`src/per_port_request_statistics_unit_defines.svh`:
```
// assertion macros shared by the statistics unit modules
// depends on nothing; users must have clk and rst_n in scope
`ifndef PER_PORT_REQUEST_STATISTICS_UNIT_DEFINES_SVH
`define PER_PORT_REQUEST_STATISTICS_UNIT_DEFINES_SVH

// same-cycle implication
`define PPRS_ASSERT_IMP(lbl, ante, cons, msg) \
    lbl: assert property (@(posedge clk) disable iff (!rst_n) (ante) |-> (cons)) \
        else $error(msg);

// next-cycle implication
`define PPRS_ASSERT_NXT(lbl, ante, cons, msg) \
    lbl: assert property (@(posedge clk) disable iff (!rst_n) (ante) |=> (cons)) \
        else $error(msg);

`endif

```
`src/pprs_pkg.sv`:
```
// types and constants of the per-port request statistics unit
// depends on nothing
package pprs_pkg;

    // action codes of an input beat
    localparam logic [1:0] ACT_LOAD   = 2'd0;
    localparam logic [1:0] ACT_RECORD = 2'd1;
    localparam logic [1:0] ACT_READ   = 2'd2;

    // quotient bits of the running-average divider
    localparam int DIV_STEPS = 32;

    typedef enum logic [1:0] {
        CLS_LOAD,
        CLS_RECORD,
        CLS_READ,
        CLS_REJECT
    } cls_t;

    typedef struct packed {
        cls_t        cls;
        logic [3:0]  idx;
        logic [31:0] ip;
        logic [15:0] port;
        logic [31:0] nread;
        logic [31:0] nsent;
        logic [23:0] conns;
        logic [23:0] busy;
        logic [31:0] now;
        logic [31:0] ms;
    } item_t;

    // front to back queue head
    typedef struct packed {
        logic  valid;
        item_t item;
    } q_link_t;

    typedef struct packed {
        logic [31:0] ip;
        logic [15:0] port;
        logic [31:0] total;
        logic [23:0] conns;
        logic [24:0] reqs;
        logic [63:0] bin;
        logic [63:0] bout;
        logic [31:0] tmin;
        logic [31:0] tmax;
        logic [31:0] tavg;
        logic [31:0] last;
        logic [31:0] rcur;
        logic [31:0] rprev;
    } row_t;

    typedef struct packed {
        logic        status;
        logic [3:0]  hit_index;
        logic [31:0] total;
        logic [23:0] conns;
        logic [24:0] reqs;
        logic [63:0] bin;
        logic [63:0] bout;
        logic [31:0] tmin;
        logic [31:0] tmax;
        logic [31:0] tavg;
        logic [31:0] rprev;
    } res_t;

endpackage

```
`src/pprs_front.sv`:
```
// front part: accepts input beats, classifies them and queues them
// depends on pprs_pkg and the assertion macro header
`include "per_port_request_statistics_unit_defines.svh"
module pprs_front
    import pprs_pkg::*;
#(
    parameter int ENTRIES = 16
)
(
    input  logic        clk,
    input  logic        rst_n,
    input  logic        in_valid,
    output logic        in_stall,
    input  logic [1:0]  action,
    input  logic [3:0]  entry_index,
    input  logic [31:0] local_ip,
    input  logic [15:0] local_port,
    input  logic [31:0] bytes_read,
    input  logic [31:0] bytes_sent,
    input  logic [23:0] active_connections,
    input  logic [23:0] busy_requests,
    input  logic [31:0] now_seconds,
    input  logic [31:0] elapsed_ms,
    output q_link_t     q,
    input  logic        pop
);

    item_t       item_in;
    item_t       slot_reg [2];
    logic        wr_ptr_reg;
    logic        rd_ptr_reg;
    logic [1:0]  count_reg;
    logic        push;
    logic        in_range;

    // classify the incoming beat
    always_comb
    begin
        in_range          = int'(entry_index) < ENTRIES;
        item_in.idx       = entry_index;
        item_in.ip        = local_ip;
        item_in.port      = local_port;
        item_in.nread     = bytes_read;
        item_in.nsent     = bytes_sent;
        item_in.conns     = active_connections;
        item_in.busy      = busy_requests;
        item_in.now       = now_seconds;
        item_in.ms        = elapsed_ms;
        unique case (action)
            ACT_LOAD:   item_in.cls = in_range ? CLS_LOAD : CLS_REJECT;
            ACT_RECORD: item_in.cls = CLS_RECORD;
            ACT_READ:   item_in.cls = in_range ? CLS_READ : CLS_REJECT;
            default:    item_in.cls = CLS_REJECT;
        endcase
    end

    assign in_stall = count_reg == 2'd2;
    assign push     = in_valid && !in_stall;
    assign q.valid  = count_reg != 2'd0;
    assign q.item   = slot_reg[rd_ptr_reg];

    // two-slot queue storage
    always_ff @(posedge clk)
    begin
        if (push)
        begin
            slot_reg[wr_ptr_reg] <= item_in;
        end
    end

    // queue pointers and fill count
    always_ff @(posedge clk or negedge rst_n)
    begin
        if (!rst_n)
        begin
            wr_ptr_reg <= 1'b0;
            rd_ptr_reg <= 1'b0;
            count_reg  <= 2'd0;
        end
        else
        begin
            if (push)
            begin
                wr_ptr_reg <= !wr_ptr_reg;
            end
            if (pop)
            begin
                rd_ptr_reg <= !rd_ptr_reg;
            end
            if (push && !pop)
            begin
                count_reg <= count_reg + 2'd1;
            end
            else if (pop && !push)
            begin
                count_reg <= count_reg - 2'd1;
            end
        end
    end

    `PPRS_ASSERT_IMP(a_count_max, 1'b1, count_reg <= 2'd2, "queue overfilled")
    `PPRS_ASSERT_IMP(a_pop_nonempty, pop, count_reg != 2'd0, "pop from empty queue")
    `PPRS_ASSERT_NXT(a_push_count, push && !pop, count_reg == $past(count_reg) + 2'd1,
        "push lost")

endmodule

```
`config.mk`:
```
export PLATFORM = sky130hd
export DESIGN_NAME = pprs_front
export DESIGN_NICKNAME = d
export VERILOG_FILES = /design/src/pprs_pkg.sv /design/src/pprs_front.sv
export VERILOG_INCLUDE_DIRS = /design/src /design/src/src
export SDC_FILE = /design/constraint.sdc
export NUM_CORES = 1
export LEC_CHECK = 0
export BUFFER_PORTS_ARGS = -buffer_cell sky130_fd_sc_hd__clkbuf_2
export CAP_MARGIN = 20
export CORE_UTILIZATION = 55
export DETAILED_ROUTE_END_ITERATION = 12
export PLACE_DENSITY = 0.86
export SYNTH_ARGS = -nofsm -noshare
export SYNTH_HDL_FRONTEND = slang
export SYNTH_SLANG_ARGS = --single-unit
export TNS_END_PERCENT = 50
```
`constraint.sdc`:
```
create_clock -name clk -period 21.9 [get_ports clk]
set_clock_uncertainty 0.1 [all_clocks]
set_input_delay 3.285 -clock clk [delete_from_list [all_inputs] [get_ports clk]]
set_output_delay 3.285 -clock clk [all_outputs]
set_load 0.005 [all_outputs]
```
# Yosys cells after proc, flatten, opt, wreduce, memory -nomap -nowiden
# Memories as Yosys holds them, arrays and structs flattened.
# Index checks and enable logic that the tools add are counted.
dict set report word_totals {
  ff_bits 4
  latch_bits 0
  mem_bits_rw 460
  rom_bits 0
  word_cells 25
  memories 1
}
# memory words word_bits read_ports rd_ports_with_merged_regs wr line_no
set mem_list {}
lappend mem_list {slot_reg 2 230 1 0 1 pprs_front.sv:29} ;# item_t slot_reg [2];
dict set report op_classes {
  n_addsub 2
  n_mul 0
  n_div 0
  magnitude_cmp 0
  eq_ne 3
  n_shift 0
  muxes 5
  bitwise_logic 0
  reduce_logical 11
}
# operator count
set op_table {}
lappend op_table {{$pmux 2 s3} 1}
lappend op_table {{$logic_not 1->1} 5}
lappend op_table {{$eq 2x2->1 const B} 2}
lappend op_table {{$mux 2} 2}
lappend op_table {{$reduce_bool 2->1} 2}
lappend op_table {{$logic_and 1x1->1} 3}
lappend op_table {{$add 2x1->2 const B} 1}
lappend op_table {{$eq 2x1->1 const B} 1}
lappend op_table {{$logic_not 2->1} 1}
lappend op_table {{$mux 1} 2}
lappend op_table {{$sub 2x1->2 const B} 1}

# Logic depth before layout (Yosys ltp)
# Gate-level depths: netlist (run 1).
dict set report depth {
  ltp_word 7
  depth_mapped 7
  mapped_depth_nobuf 7
}

# Worst setup path before layout (run 1)
# No wires, ideal clock.
dict set report synth_timing {
  path_type {in2reg}
  start {input in_valid}
  end {memory slot_reg[0][0] (netlist bit) (enable)}
  setup_ns 0.824
  t_arrival_ns 12.904
  setup_slack_ns 8.071
  stages 2
  n_path_buf 0
  cell_sequence {nand2_1 nor2_1}
}
dict set report synth_between {
  elab_chain_cells 3
}
# item line_no
set synth_rtl {}
lappend synth_rtl {{from (decl)} pprs_front.sv:12} ;# input logic in_valid,
lappend synth_rtl {{$logic_and 1x1->1} pprs_front.sv:58} ;# assign push = in_valid && !in_stall;
lappend synth_rtl {{$mux 1} pprs_front.sv:65} ;# if (push)
lappend synth_rtl {{$mux 1 (implied by the code)} pprs_front.sv:67} ;# slot_reg[wr_ptr_reg] <= item_in;
lappend synth_rtl {{to (decl)} pprs_front.sv:29}
# Every way passes these cells.

==> impl_metrics.py, run 1 <==
metrics = {
    "die": {
        "die_x_um": 181.1,
        "row_count": 65,
        "die_area_mm2": 0.03278,
        "boundaryPins": 466,
        "fp.dieH_um": 181.1,
        "fp.coreArea_mm2": 0.03156,
        "start_util_pct": 55.89,
    },
    "critical_path": {
        "crit_start": "rd_ptr_reg",
        "critical_path.max_stage_delay_ps": 1180,
        "path_buf_inv": 3,
        "slowest_stage": "dfrtp_4",
        "timing.rr.end": "slot_reg[0][32]",
        "r2r_cells": 5,
        "cp-end-kind": "output port",
        "path_cells": "buf_4 -> buf_4 -> mux2_4 -> clkbuf_2",
        "arrival_ps": 4040,
        "crit_top_cell": "buf_4",
        "cp.required_ps": 18510,
        "critPathLaunchType": "flip-flop",
        "worstReg2RegStart": "count_reg[0]",
        "critPathKind": "flip-flop to output port",
        "path_max_fanout": 62,
        "reg2reg_slack_ps": 18270,
        "crit_family": "buffers and inverters",
    },
    "cts": {
        "cts_hold_buf": 0,
        "ctsRootBufferMaster": "clkbuf_16",
        "clk_pin_slew_ps": 70,
        "htree_levels": 2,
        "cts_buffer_depth": 3,
        "cts.sinks": 464,
        "cts_resized": 0,
        "cts_setup_buffers": 0,
        "cts_buffers": 46,
        "cts_tree": "built",
        "clkLatencyLatePin_ps": 540,
    },
    "yosys": {
        "syn-cell-area_mm2": 0.01764,
        "yosysUniqueCellTypes": 18,
        "ys_seq_area_share_pct": 78.89,
        "yosysWarnings": 0,
        "synth.avg_cell_area_um2": 23.93,
        "ys_ff_latch": 464,
        "syn_inst": 737,
        "syn_nets": 972,
    },
    "placed_design": {
        "hpwl_um": 25090,
        "postPlaceCellArea_mm2": 0.02023,
        "port_buffers": 465,
        "dp_cells": 1585,
        "gp_congestion": 0.8412,
        "pre_cts_ws_ps": 15080,
    },
    "grt": {
        "grt_max_degree": 80,
        "grt_overflow": 0,
        "grt_first_pass_wirelength_um": 52320,
        "grt_use_total_pct": 21.67,
        "antenna_found_initial": 5,
        "grt_pass1_vias": 9068,
    },
    "power_and_ir_drop": {
        "p_leak_nw": 8.742,
        "p_per_area_mw_per_mm2": 133.1,
        "power_mw": 2.880,
        "ir_worst_vdd_uv": 120.7,
    },
    "hold_path": {
        "min_from": "count_reg[1]",
        "holdPathStages": 1,
        "whs_endpoint": "count_reg[1]",
        "hold_class": "flip-flop to flip-flop",
    },
    "routing": {
        "ant_nets": 0,
        "wl_per_cell_um": 21.83,
        "wl_met1_um": 12810,
        "remaining_drc_errors": 0,
        "drtPass1Iterations": 5,
        "highest_layer": "met5",
        "vias": 8734,
        "wirelength_um": 36410,
        "dr_wl_met2_um": 18810,
        "drt-initial-drc-count": 602,
        "viasPerCell": 5.236,
        "route.met3.wl_um": 3261,
    },
    "sta": {
        "setup_ws_ps": 14480,
        "max_freq_mhz": 134.7,
        "tightest_slew_ps": 1125,
        "rsz0062_at_grt": "no",
        "slew_viol_final": 0,
        "min_period_ps": 7422,
        "hold_viol": 0,
        "post-route-period-util_pct": 33.89,
        "setup_viol": 0,
        "relSlewSlack_pct": 24.99,
        "totalNegativeSetupSlack_ps": 0,
        "hold_slack_ps": 441.4,
    },
    "flow_run": {
        "drv_cap": 0,
    },
    "cells_and_area": {
        "fin_cells": 1668,
        "largest_reg_flops": 460,
        "postLayoutCellArea_mm2": 0.02164,
        "fin_util_pct": 68.56,
        "drive_gt1_share_pct": 60.86,
        "syn_to_final_growth_pct": 22.68,
        "final_nets": 1466,
    },
    "status": {
        "outcome": "completed",
    },
}
where the power goes:
group | internal (mW) | switching [mW] | total (mW) | leakage (nW)
registers | 1.22 | 0.0874 | 1.30 | 4.32
clock network | 0.416 | 0.315 | 0.731 | 0.668
logic | 0.455 | 0.389 | 0.844 | 3.76
total | 2.09 | 0.792 | 2.88 | 8.74
synth_stat cells:
cell        n  area (µm²)
buf_6      11       123.9
xor2_1      3       26.28
buf_2       4       20.02
nand2b_1    1       6.260
xnor2_1     2       17.52
inv_1       3       11.26
nand2_1     1       3.750
ha_1        1       12.51
or2_2       1       6.260
buf_12      1       20.02
buf_8      10       150.1
mux2_2     40       450.4
clkbuf_1    2       7.510
and3_1      1       6.260
nor2_1      2       7.510
mux2_4    190        2853
edfxtp_1  460       13810
dfrtp_1     4       100.1
layout by cell type, fill, tap and decap left out, types with 4 or more instances in the layout:
cell type	synthesis	final
mux2_4	190	190
clkinvlp_4	0	4
buf_4	0	9
clkbuf_16	0	47
inv_6	0	4
diode_2	0	4
clkbuf_2	0	465
clkinv_1	0	13
edfxtp_1	460	460
clkbuf_1	2	6
mux2_2	40	40
layout make-up:
type                       count  area [µm²]
clock inverter                26       198.9
sequential                   464       13920
antenna                        4       10.01
inverter                       3       11.26
multi-input combinational    242        3402
timing repair buffer         474        2395
tap                          402       503.0
fill                        1980        9920
clock buffer                  53        1199
layer usage:
layer / vias up / global-route usage, %
met5: - / 0
li1: 3943 / -
met1: 4264 / 23.04
met2: 430 / 38.80
met3: 95 / 7.136
met4: 2 / 10.24
kinds of logic (layout without fill, tap and decap cells):
logic type	after synthesis	count (layout)	share of synthesized area, %
xor+xnor	5	5	0.2484
fa+ha+maj	1	1	0.07094
buf+inv	31	556	1.887
flops	464	464	78.89
mux	230	230	18.73
other cells	0	4	0
simple gates	6	6	0.1703
worst reg2reg max path: stages, from the launching register on:
cell	delay (ps)
dfrtp_1	420
nand2b_1	180
nand2_1	140
nor2_4	810
buf_4	690
buf_4	840
worst max-delay path by stage:
| stage | to | slack (ps) | cells after the start |
|---|---|---|---|
| after floorplan | slot_reg[0][0] | 8070 | 2 |
| after global placement | q[53] | 15120 | 4 |
| after detailed placement | q[53] | 15080 | 4 |
| after CTS | q[73] | 14480 | 4 |
| after global routing | q[73] | 14300 | 4 |
| final | q[73] | 14480 | 4 |
(Power assumes the default switching activity.)
==> run 2: changes to the inputs <==
--- a/config.mk
+++ b/config.mk
@@ -8,9 +8,9 @@
 export LEC_CHECK = 0
 export BUFFER_PORTS_ARGS = -buffer_cell sky130_fd_sc_hd__clkbuf_2
 export CAP_MARGIN = 20
-export CORE_UTILIZATION = 55
+export CORE_UTILIZATION = 53
 export DETAILED_ROUTE_END_ITERATION = 12
-export PLACE_DENSITY = 0.86
+export PLACE_DENSITY = 0.83
 export SYNTH_ARGS = -nofsm -noshare
 export SYNTH_HDL_FRONTEND = slang
 export SYNTH_SLANG_ARGS = --single-unit
==> constraint.sdc (replaced) <==
create_clock -name clk -period 7.38 [get_ports clk]
set_clock_uncertainty 0.1 [all_clocks]
set_input_delay 1.107 -clock clk [delete_from_list [all_inputs] [get_ports clk]]
set_output_delay 1.107 -clock clk [all_outputs]
set_load 0.005 [all_outputs]
==> impl_metrics.py, run 2 (same netlist as run 1, synthesis figures left out) <==
metrics = {
    "critical_path": {
        "critical_path.max_stage_delay_ps": 940,
        "cp.required_ps": 6170,
        "critPathKind": "flip-flop to output port",
        "path_cells": "buf_4 -> mux2_4 -> clkbuf_2",
        "arrival_ps": 2740,
        "path_max_fanout": 62,
        "critPathLaunchType": "flip-flop",
        "cp-end-kind": "output port",
        "slowest_stage": "buf_4",
    },
    "power_and_ir_drop": {
        "power_frac_comb_pct": 29.9,
        "intPower_mw": 6.280,
        "pwr-share-seq_pct": 44.5,
        "power_mw": 8.570,
        "ir_worst_vdd_uv": 342.4,
        "p_leak_nw": 8.758,
        "p_sw_share_pct": 26.72,
        "p_clk_share_pct": 25.7,
        "p_per_area_mw_per_mm2": 394.7,
        "p_sw_mw": 2.290,
    },
    "die": {
        "boundaryPins": 466,
        "fp.coreArea_mm2": 0.03262,
        "start_util_pct": 54.07,
        "row_count": 66,
        "fp.dieH_um": 184.4,
        "die_x_um": 184.4,
        "die_area_mm2": 0.03401,
    },
    "sta": {
        "rsz0062_at_grt": "no",
        "min_period_ps": 3951,
        "post-route-period-util_pct": 53.54,
        "relSlewSlack_pct": 25.40,
        "max_freq_mhz": 253.1,
        "slew_viol_final": 0,
        "hold_viol": 0,
        "totalNegativeSetupSlack_ps": 0,
        "tightest_slew_ps": 1119,
        "setup_viol": 0,
    },
    "cells_and_area": {
        "final_common_cell": "clkbuf_2",
        "largest_reg_flops": 460,
        "fill_cells": 2107,
        "syn_to_final_growth_pct": 23.12,
        "final_nets": 1463,
        "final_cell_mix": "clkbuf_2, edfxtp_1, mux2_4",
        "drive_gt1_share_pct": 60.67,
    },
    "routing": {
        "route.met3.wl_um": 3405,
        "remaining_drc_errors": 0,
        "wl_per_cell_um": 20.81,
        "wl_met1_um": 12930,
        "viasPerCell": 5.073,
        "drtPass1Iterations": 5,
        "ant_nets": 0,
        "dr_wl_met2_um": 18030,
        "highest_layer": "met5",
        "wirelength_um": 35390,
        "vias": 8630,
        "drt-initial-drc-count": 492,
    },
    "grt": {
        "antenna_found_initial": 6,
        "grt_overflow": 0,
        "grt_use_total_pct": 20.23,
        "grt_pass1_vias": 8860,
        "grt_max_degree": 144,
        "grt_first_pass_wirelength_um": 50500,
    },
    "cts": {
        "cts.sinks": 464,
        "cts_tree": "built",
        "clk_pin_slew_ps": 60,
        "cts_buffers": 45,
        "cts_hold_buf": 0,
        "htree_levels": 2,
        "cts_resized": 0,
        "clkLatencyLatePin_ps": 550,
        "cts_setup_buffers": 0,
        "cts_buffer_depth": 3,
        "ctsRootBufferMaster": "clkbuf_16",
    },
    "hold_path": {
        "hold_class": "input port to async pin",
    },
    "placed_design": {
        "gp_congestion": 0.7903,
        "hpwl_um": 24040,
        "port_buffers": 465,
    },
    "status": {
        "outcome": "completed",
    },
    "flow_run": {
        "drv_cap": 0,
    },
}
## run 2: final cells by class
class | instances | area [µm²] | share of cell area [%]
Sequential cell | 464 | 13920 | 64.09
Clock buffer | 64 | 1250 | 5.757
Clock inverter | 11 | 155.1 | 0.7145
Inverter | 3 | 11.26 | 0.05186
Multi-Input combinational cell | 242 | 3402 | 15.67
Antenna cell | 3 | 7.507 | 0.03457
Timing Repair Buffer | 472 | 2417 | 11.13
Tap cell | 442 | 553.0 | 2.547
## run 2: metrics by stage
step / utilization, % / instances / hold slack (ps) / setup slack, ps / area (µm²)
final: 66.57 / 1701 / 253.4 / 3429 / 21710
after global routing: 66.57 / 1701 / 235.9 / 3300 / 21710
after CTS: 66.54 / 1698 / 233.4 / 3391 / 21710
after detailed placement: 62.24 / 1623 / 393.0 / 3970 / 20300
after global placement: 62.24 / 1623 / 375.7 / 4024 / 20300
after floorplan: - / 737 / 356.6 / 256.9 / 17640
## run 2: worst max-delay path, delay by kind of cell (launching register included)
family                 cells  cell delay [ps]
buffers and inverters      2             1050
flip-flops                 1              740
multiplexers               1              360
## run 2: final timing paths
path,depth (start not counted),slack (ps),to,from
max,3,3430,q[111],rd_ptr_reg
min,1,250,wr_ptr_reg,rst_n
max reg2reg,4,4760,slot_reg[0][109],count_reg[0]
min reg2reg,1,410,count_reg[1],count_reg[1]
max in group asynchronous,1,6780,rd_ptr_reg,rst_n
min in group clk,1,410,count_reg[1],count_reg[1]
## run 2: power by group through the flow
stage | combinational, mW | clock (mW) | sequential, mW
after floorplan | 1.78 | 0 | 3.87
after global placement | 2.54 | 0 | 3.82
after detailed placement | 2.58 | 0 | 3.86
after CTS | 2.60 | 2.24 | 3.81
after global routing | 2.73 | 2.35 | 3.85
final | 2.56 | 2.20 | 3.81
## run 2: metal layers
layer	vias up	track usage (%)
li1	3919	-
met1	4213	22.88
met2	419	34.88
met3	73	7.291
met4	6	7.867
met5	-	0
